==> src/design/qrm_pkg.sv <==
`timescale 1ns / 1ps
package qrm_pkg;

    localparam int QuatWidth  = 16;
    localparam int ProdWidth  = 32;
    localparam int NormWidth  = 33;
    localparam int NumWidth   = 35;
    localparam int RemWidth   = 34;
    localparam int QuoWidth   = 16;
    localparam int OutWidth   = 16;
    localparam int NumEntries = 9;
    localparam int DivSteps   = QuoWidth;

    typedef struct packed {
        logic                  neg;
        logic [RemWidth-1:0]   rem;
        logic [QuoWidth-1:0]   quo;
    } lane_t;

    typedef struct packed {
        lane_t [NumEntries-1:0] lane;
        logic [NormWidth-1:0]   norm;
        logic                   zero;
    } div_t;

endpackage

==> src/design/qrm_round.sv <==
`timescale 1ns / 1ps
module qrm_round (
    input  logic                                  clk,
    input  logic                                  rst_n,
    input  logic                                  in_valid,
    output logic                                  in_ready,
    input  qrm_pkg::div_t                         in_data,
    output logic                                  out_valid,
    input  logic                                  out_ready,
    output logic signed [qrm_pkg::OutWidth-1:0]   entry [qrm_pkg::NumEntries],
    output logic                                  zero_norm
);
    import qrm_pkg::*;

    logic valid_reg;
    logic signed [OutWidth-1:0] entry_reg [NumEntries];
    logic signed [OutWidth-1:0] entry_next [NumEntries];
    logic zero_reg;
    logic [QuoWidth:0] rnd [NumEntries];
    logic [OutWidth-1:0] mag [NumEntries];

    assign in_ready = ~valid_reg | out_ready;

    // quotient carries one extra fraction bit: add one half, drop it
    always_comb
    begin
        for (int i = 0; i < NumEntries; i++)
        begin
            rnd[i] = {1'b0, in_data.lane[i].quo} + (QuoWidth+1)'(1);
            mag[i] = rnd[i][QuoWidth:1];
            if (in_data.zero)
                entry_next[i] = '0;
            else if (in_data.lane[i].neg)
                entry_next[i] = -signed'(mag[i]);
            else
                entry_next[i] = signed'(mag[i]);
        end
    end

    always_ff @(posedge clk or negedge rst_n)
    begin
        if (!rst_n)
            valid_reg <= 1'b0;
        else if (in_ready)
            valid_reg <= in_valid;
    end

    always_ff @(posedge clk)
    begin
        if (in_ready && in_valid)
        begin
            entry_reg <= entry_next;
            zero_reg  <= in_data.zero;
        end
    end

    assign out_valid = valid_reg;
    assign entry     = entry_reg;
    assign zero_norm = zero_reg;

endmodule

==> config.mk <==
export PLATFORM = sky130hd
export DESIGN_NAME = qrm_round
export DESIGN_NICKNAME = d
export VERILOG_FILES = /design/src/design/qrm_pkg.sv /design/src/design/qrm_round.sv
export SDC_FILE = /design/constraint.sdc
export NUM_CORES = 1
export LEC_CHECK = 0
export BUFFER_PORTS_ARGS = -buffer_cell sky130_fd_sc_hd__buf_4
export CORE_AREA = 5 5 246 248
export DETAILED_ROUTE_END_ITERATION = 7
export DIE_AREA = 0 0 251 253
export SYNTH_ARGS = -nofsm -noshare
export SYNTH_HDL_FRONTEND = slang
export SYNTH_SLANG_ARGS = --single-unit
==> constraint.sdc <==
create_clock -name clk -period 10.65 [get_ports clk]
set_input_delay 1.065 -clock clk [delete_from_list [all_inputs] [get_ports clk]]
set_output_delay 1.065 -clock clk [all_outputs]
set_load 0.005 [all_outputs]
==> run_results.csv <==
group,metric,value,unit
run_status,status,"finished, final reports clean",
global_route,antenna_found_initial,3,
global_route,grt_usage,11.8,%
worst_setup_path,critPathBufInv,2,
worst_setup_path,end_kind,"flop",
finish,multi_input_area,7690,µm²
worst_setup_path,cp_slowest_cell,"nor4_2",
floorplanning,num_rows,89,
finish,largest_reg_flops,144,
floorplanning,die_w,251,µm
drt,vias,11716,
job,drv_cap,0,
clocking,hold_buffers,0,
sta,fmax,314,MHz
drt,finalWirelength,38900,µm
sta,rsz0062_at_grt,"false",
clocking,cts_resized,0,
global_route,grt_start_max_net_pins,77,
sta,min_period_over_period,29.9,%
yosys,syn-num-nets,1973,
place,pre_cts_ws,6.94,ns
yosys,synth_top_area_cell,"edfxtp_1",
worst_setup_path,path_class,"in -> reg",
yosys,synthTopCellsByArea,"edfxtp_1, xnor2_1, nor2_1",
floorplanning,start_util,21.7,%
worst_setup_path,worstPathRequired,10.84,ns
yosys,synth-edff-count,145,
global_route,first_global_vias,10926,
worst_setup_path,crit_chain,"buf_4, ha_1, inv_1, nor4_2, mux2i_1, a32oi_1, o41ai_1, xnor2_1, nor2_1",
sta,finalHoldViolCount,0,
sta,setup_violations,0,
floorplanning,die_h,253,µm
worst_setup_path,cp_data_arrival_time,3.38,ns
floorplanning,ios,644,
place,place_congestion,0.856,
power_and_ir_drop,power.density,108,nW/µm²
sta,worst_slew_pin_slew,0.975,ns
clocking,clk_path_buf_depth,2,
clocking,numCtsBuffers,17,
sta,tns,0,ns
global_route,grt-ovfl-total,0,
yosys,synthFlopType,"edfxtp_1",
clocking,clock_latency,0.47,ns
finish,fillers,6181,
drt,routed_via_density,4.74,
finish,drive_gt1_share,22.5,%
clocking,htree_levels,4,
place,portBuffers,304,
clocking,numClockSinks,146,
drt,first_pass_iters,5,
sta,skew,0.00858,ns
global_route,grt_pass1_wl,60200,µm
worst_setup_path,crit_fanout,9,
drt,drtAntennaViolNets,0,
yosys,ys_warn_count,0,
finish,nets,2200,
min_path,hold_class,"in -> async",
sta,final.min_clock_period,3.19,ns
drt,wire_per_inst,15.7,µm
floorplanning,design.die.area,63500,µm²
yosys,yosysTopAreaCellShare,34.5,%
yosys,synth.cell_area,12600,µm²
place,dp_hpwl,29800,µm
yosys,synth_cell_types,82,
finish,insertedDiodeCount,0,
worst_setup_path,regToRegSetupSlack,8.43,ns
yosys,postSynthAreaPerCell,8.66,µm²
worst_setup_path,start_kind,"input pin",
sta,relSlewSlack,35.0,%
power_and_ir_drop,power_leakage,5.81,nW
worst_setup_path,slowest_delay,0.61,ns
clocking,cts_setup_buffers,0,
sta,maxSlewViolCount,0,
clocking,cts_tree,"built",
clocking,clock-root-buffer,"clkbuf_16",
clocking,cts.clk_slew.worst_paths,0.06,ns
sta,worst_slack,7.46,ns
power_and_ir_drop,ir_drop,0.117,mV
drt,first_iter_violations,687,
yosys,ys_seq_elements,146,
finish,seqCellArea,4380,µm²
yosys,yosysSeqAreaShare,34.7,%
yosys,syn_inst,1458,
worst_setup_path,crit_family,"simple AND/OR/NAND/NOR gates",
floorplanning,core-area,58200,µm²
finish,syn_to_final_growth,27.1,%
yosys,async_flop_share,0.685,%
drt,drc_errors,0,
[where the power goes]
group | leakage, nW | switching, mW | internal [mW]
Clock | 0.279 | 0.272 | 0.347
Sequential | 1.43 | 0.0135 | 0.684
Combinational | 4.10 | 0.231 | 0.188
[through the flow]
| stage | std cells | power, mW | util [%] | hold WS [ns] | cell area, µm² |
|---|---|---|---|---|---|
| 2_1_floorplan | 1458 | 0.952 | - | 0.537 | 12600 |
| 3_3_place_gp | 2439 | 1.13 | 26.5 | 0.514 | 15500 |
| 3_5_place_dp | 2439 | 1.13 | 26.5 | 0.548 | 15500 |
| 4_1_cts | 2471 | 1.78 | 27.5 | 0.283 | 16000 |
| 5_1_grt | 2471 | 1.84 | 27.5 | 0.303 | 16000 |
| 6_report | 2471 | 1.74 | 27.5 | 0.353 | 16000 |
[kinds of logic (layout without fill, tap and decap cells)]
group | Yosys count | after routing | synth area share (%)
mux | 23 | 23 | 1.89
xor+xnor | 245 | 245 | 17.0
compound gates | 250 | 250 | 13.5
flops | 146 | 146 | 34.7
simple gates | 645 | 645 | 26.7
fa+ha+maj | 18 | 18 | 1.78
buf+inv | 131 | 371 | 4.38
[cell type report]
type	count	share of cell area (%)
Clock buffer	18	2.68
Timing Repair Buffer	307	14.4
Tap cell	773	6.03
Multi-Input combinational cell	1181	47.9
Sequential cell	146	27.3
Inverter	32	0.749
Clock inverter	14	0.944
[path summary, 6_finish.rpt]
check                                                end  depth (start not counted)                  start
worst max register to register    entry[2]$_SDFFCE_PP0P_                          3  out_valid$_DFFE_PN0N_
worst min register to register     out_valid$_DFFE_PN0N_                          2  out_valid$_DFFE_PN0N_
min in group clk                   out_valid$_DFFE_PN0N_                          2  out_valid$_DFFE_PN0N_
worst min-delay path               out_valid$_DFFE_PN0N_                          1                  rst_n
max in group asynchronous          out_valid$_DFFE_PN0N_                          1                  rst_n
worst max-delay path            entry[109]$_SDFFCE_PP0P_                          9           in_data[136]
[metal layers]
layer  global-route usage, %  vias to the layer above  wire length (µm)
met3                    4.15                       35              2910
met1                    15.3                     5567             17400
met4                    3.57                        4               609
li1                        -                     5774                 -
met2                    18.7                      336             17900
met5                       0                        -                31
[Yosys cell counts, types with 22 or more instances]
cell type  number
nor3_1         60
inv_1          32
and3_1         49
xor2_1         69
o21ai_0        45
edfxtp_1      145
nand2_1        92
buf_2          39
a31oi_1        22
o31ai_1        24
nand3_1        71
a21oi_1        47
clkbuf_1       54
nand4_1        43
nor2_1        190
xnor2_1       176
[placed cells by master (no fill, tap or decap), types with 18 or more instances in the layout]
cell type and n:
nor3_1 60, a21oi_1 47, o21ai_0 45, xor2_1 69
nand2_1 92, o21ai_1 20, nand3_1 71, nor4_1 18
and3_1 49, ha_1 18, nand4_1 43, inv_1 32
nor2_1 190, edfxtp_1 145, buf_4 307, o31ai_1 24
a31oi_1 22, xnor2_1 176
No activity file was read; power rests on OpenSTA's default activity.
