**config.mk**
```make
export PLATFORM = sky130hd
export DESIGN_NAME = qrm_div_stage
export DESIGN_NICKNAME = d
export VERILOG_FILES = /design/src/design/qrm_pkg.sv /design/src/design/qrm_div_stage.sv
export SDC_FILE = /design/constraint.sdc
export NUM_CORES = 1
export LEC_CHECK = 0
export BUFFER_PORTS_ARGS = -buffer_cell sky130_fd_sc_hd__buf_2
export CORE_AREA = 2 2 383 385
export DETAILED_ROUTE_END_ITERATION = 8
export DIE_AREA = 0 0 385 387
export GPL_ROUTABILITY_DRIVEN = 0
export PLACE_DENSITY = 0.47
export SLEW_MARGIN = 20
export SYNTH_ARGS = -nofsm -noshare
export SYNTH_HDL_FRONTEND = slang
export SYNTH_SLANG_ARGS = --single-unit
```
**constraint.sdc**
```tcl
create_clock -name clk -period 13.5 [get_ports clk]
set_input_delay 4.05 -clock clk [delete_from_list [all_inputs] [get_ports clk]]
set_output_delay 4.05 -clock clk [all_outputs]
set_load 0.005 [all_outputs]
```
**src/design/qrm_pkg.sv**
```systemverilog
`timescale 1ns / 1ps
package qrm_pkg;

    localparam int QuatWidth  = 16;
    localparam int ProdWidth  = 32;
    localparam int NormWidth  = 33;
    localparam int NumWidth   = 35;
    localparam int RemWidth   = 34;
    localparam int QuoWidth   = 16;
    localparam int OutWidth   = 16;
    localparam int NumEntries = 9;
    localparam int DivSteps   = QuoWidth;

    typedef struct packed {
        logic                  neg;
        logic [RemWidth-1:0]   rem;
        logic [QuoWidth-1:0]   quo;
    } lane_t;

    typedef struct packed {
        lane_t [NumEntries-1:0] lane;
        logic [NormWidth-1:0]   norm;
        logic                   zero;
    } div_t;

endpackage

```
**src/design/qrm_div_stage.sv**
```systemverilog
`timescale 1ns / 1ps
module qrm_div_stage (
    input  logic          clk,
    input  logic          rst_n,
    input  logic          in_valid,
    output logic          in_ready,
    input  qrm_pkg::div_t in_data,
    output logic          out_valid,
    input  logic          out_ready,
    output qrm_pkg::div_t out_data
);
    import qrm_pkg::*;

    logic  valid_reg;
    div_t  data_reg, data_next;
    logic  [RemWidth-1:0] diff [NumEntries];
    logic  [RemWidth-1:0] keep [NumEntries];
    logic  take [NumEntries];

    assign in_ready = ~valid_reg | out_ready;

    // one restoring step per lane: compare, subtract, shift for next bit
    always_comb
    begin
        data_next = in_data;
        for (int i = 0; i < NumEntries; i++)
        begin
            take[i] = (in_data.lane[i].rem >= RemWidth'(in_data.norm));
            diff[i] = in_data.lane[i].rem - RemWidth'(in_data.norm);
            keep[i] = take[i] ? diff[i] : in_data.lane[i].rem;
            data_next.lane[i].rem = {keep[i][RemWidth-2:0], 1'b0};
            data_next.lane[i].quo = {in_data.lane[i].quo[QuoWidth-2:0], take[i]};
        end
    end

    always_ff @(posedge clk or negedge rst_n)
    begin
        if (!rst_n)
            valid_reg <= 1'b0;
        else if (in_ready)
            valid_reg <= in_valid;
    end

    always_ff @(posedge clk)
    begin
        if (in_ready && in_valid)
            data_reg <= data_next;
    end

    assign out_valid = valid_reg;
    assign out_data  = data_reg;

endmodule

```
==> results by group <==
Detailed routing
  – Initial drt markers: 2040
  – DRC violation count after routing: 0
  – Via Count: 30469
  – DRT Pass-1 Iters: 7
  – WL/cell: 26.82 um
  – Final ANT Viol Nets: 0
  – Vias per cell: approximately 5
  – Drt total wl: ~170000 um

CTS
  – Worst-skew pair later-pin latency: between 0.6 and 0.7 ns
  – Clock Pin Slew Worst Setup and Hold Paths: about 0.060 ns
  – Post-CTS Setup Repair Bufs: 0
  – Count of clock tree sinks: 485
  – Hold buffer count at CTS: 0
  – CTS resizes: 0
  – H-tree Lvls: 3
  – Clock root buffer: clkbuf_16
  – CTS Buf Count: 69
  – CTS Buffer Depth: 3
  – CTS tree: done

Worst setup path
  – CP startpoint: out_ready
  – Crit Reg-Reg Endpoint: out_data[205]
  – Slowest stage cell on the critical path: nand2b_1
  – CP cell instances: buf_2 -> nand2b_1 -> buf_2
  – R2r setup slk: 10.24 ns
  – Critical Path RT: roughly 9.5 ns
  – FF-to-FF path depth: 4
  – Critical path class: in2out
  – Worst r2r src: out_valid
  – Crit path arrival time: 4.54 ns
  – CP endpoint kind: output port
  – Top cell by count, worst path: buf_2
  – Family with the most delay on the worst path: buffers and inverters
  – Critical path's largest stage delay: 0.22 ns
  – Crit path buf inv count: 2
  – Startpoint types: primary input
  – Max FO, Critical Path: 3

Floorplan
  – Starting density of the core: 0.2309
  – Cell row count: 140
  – CORE AREA: 144900 sq um
  – Die Y: 387 um
  – I/O pins: a little under 1000
  – Die area: 149000 sq um
  – Width of the die: 385 um

Synth
  – Most common flop cell mapped by yosys: edfxtp_1
  – Mapped Cells: 3258
  – Yosys top cell area share: 0.4344
  – Top cell type by total area after synthesis: edfxtp_1
  – Asr flop ratio synth: 0.002062
  – Yosys reg bits: 485
  – Seq/Total Area, Yosys: 0.4352
  – Syn. warnings: 0
  – Mean Syn Cell Area: 10.27 sq um
  – Cell variety after synth: 100
  – Number of synthesized flops with an enable pin: about 480
  – Area contributors post-synth: edfxtp_1 (43%), ha_1 (11%), a21oi_1 (5.1%), xnor2_1 (4.0%), a21o_1 (3.6%)
  – Mapped Area: 33460 sq um

Power
  – Total chip power: 5.202 mW
  – VDD IR-drop max: roughly 0.079 mV
  – Leakage: 18.29 nW
  – PwrDens: 121.5 nW/um^2

Timing
  – Final Cycle Share: 0.6361
  – Final worst setup slack: around 4.9 ns
  – Tightest Pin Transition: slightly above 1 ns
  – RSZ-0062 raised after global routing: no
  – Worst slew margin: 0.3086
  – Skew final: 0.02424 ns
  – Fmax: 116.4 MHz
  – Final Hold Vio Count: 0
  – Count of final setup violators: 0
  – Fin. max-slew vios: 0
  – Setup tns final: 0 ns
  – Min Clock Period, post-route: 8.588 ns
  – WHS: approximately 0.65 ns

Cells and area
  – Fillers: 15315
  – Most frequent cells in the layout: buf_2 (973), edfxtp_1 (484), a21oi_1 (339)
  – Net count, final: 5038
  – Area Growth Syn to Fin: 27.96%
  – Layout cell share with drive strength beyond 1: 0.2967
  – Commonest non-fill, non-tap cell in the layout: buf_2

Global routing
  – Gr ovfl total: 0
  – Met3 GRT Util: 0.05645
  – Vias in the first global route: around 29000
  – Initial antenna violation count: 83
  – Largest net degree at the start of global routing: 131
  – Grt peak-use layer: met2
  – Gr usage total: 0.2145
  – First-pass GRT wire length: 224300 um
  – M1 GR Usage: 0.2609
  – Met2 Use GR: 0.3651

Hold path
  – Worst Hold Class: reg2reg
  – HP Start: out_valid
  – WHS Endpoint: out_valid
  – Worst hold path cell count: 2

Place
  – Post-Place Setup Slack: between 4 and 5 ns
  – Port bufs: 973
  – Post-DP HPWL: 129600 um

Outcome
  – Status: finished, final reports clean

Flow run
  – Max-Cap Viols: 0
==> worst max path at each step <==
stage	endpoint	slack [ns]	depth (start not counted)
finish	in_ready	4.91	3
global route	in_ready	4.89	3
CTS	in_ready	4.91	3
detailed placement	out_data[370]	4.58	14
global placement	out_data[218]	4.56	15
floorplan	out_data[0]	2.93	2
==> Yosys cell counts (8+ instances only) <==
library cell,n
a211oi_1,21
a21o_1,160
a21oi_1,339
a31oi_1,42
a41oi_1,8
and2_1,20
and3_1,27
and4_1,15
buf_2,25
buf_4,15
buf_6,9
clkbuf_1,64
edfxtp_1,484
fa_1,9
ha_1,297
inv_1,132
mux2_2,98
nand2_1,271
nand2b_1,39
nand3_1,43
nand4_1,55
nor2_1,230
nor2b_1,33
nor3_1,36
nor4_1,11
o211ai_1,20
o21a_1,34
o21ai_0,209
o21ai_1,10
o21bai_1,54
o22ai_1,9
o31ai_1,22
or2_2,13
or3_1,14
xnor2_1,151
xor2_1,101
==> cell families after synthesis <==
family	count (synthesis)	synth area share
buffers and inverters	248	0.03272
adder cells (fa/ha/maj)	306	0.1165
XOR/XNOR	252	0.06597
AO/OA/AOI/OAI	1029	0.1963
other	1	0.0001121
flip-flops	485	0.4352
multiplexers	107	0.03598
AND/OR/NAND/NOR	830	0.1173
==> routing by layer <==
| layer | wire (um) | part of all wire |
|---|---|---|
| met5 | 304 | 0.0018 |
| met4 | 4929 | 0.030 |
| met3 | 13950 | 0.084 |
| met2 | 80600 | 0.48 |
| met1 | 67080 | 0.40 |
==> layout make-up <==
class,count,area [sq um],share of cell area
clock inverter,40,465.4,0.01087
timing repair buffer,1014,5202,0.1215
tap,1917,2399,0.05603
sequential,485,14560,0.3401
clock buffer,80,1768,0.04130
inverter,132,495.5,0.01157
multi-input combinational,2533,17870,0.4174
antenna,21,52.55,0.001228
==> worst register-to-register path: cells and delay by family (launching register included) <==
family / cells / cell delay, ns
and+or+nand+nor: 2 / 0.71
DFF: 1 / 0.37
buffers and inverters: 2 / 1.44
==> power by group <==
group	switching (mW)	internal [mW]	total, mW
Combinational	0.863	0.576	1.44
Sequential	0.0448	1.86	1.90
Clock	0.783	1.08	1.86
Total	1.69	3.51	5.20
==> through the flow <==
stage               instance area, sq um  utilization  cells
floorplan                          33490            -   3266
global placement                   40520       0.2797   6081
detailed placement                 40520       0.2797   6081
CTS                                42760       0.2951   6201
global route                       42770       0.2952   6205
finish                             42810       0.2955   6222
==> state kept, by name (all words and copies together) (netlist names) <==
name and flops:
out_data 484, out_valid 1
(Power assumes the default switching activity.)
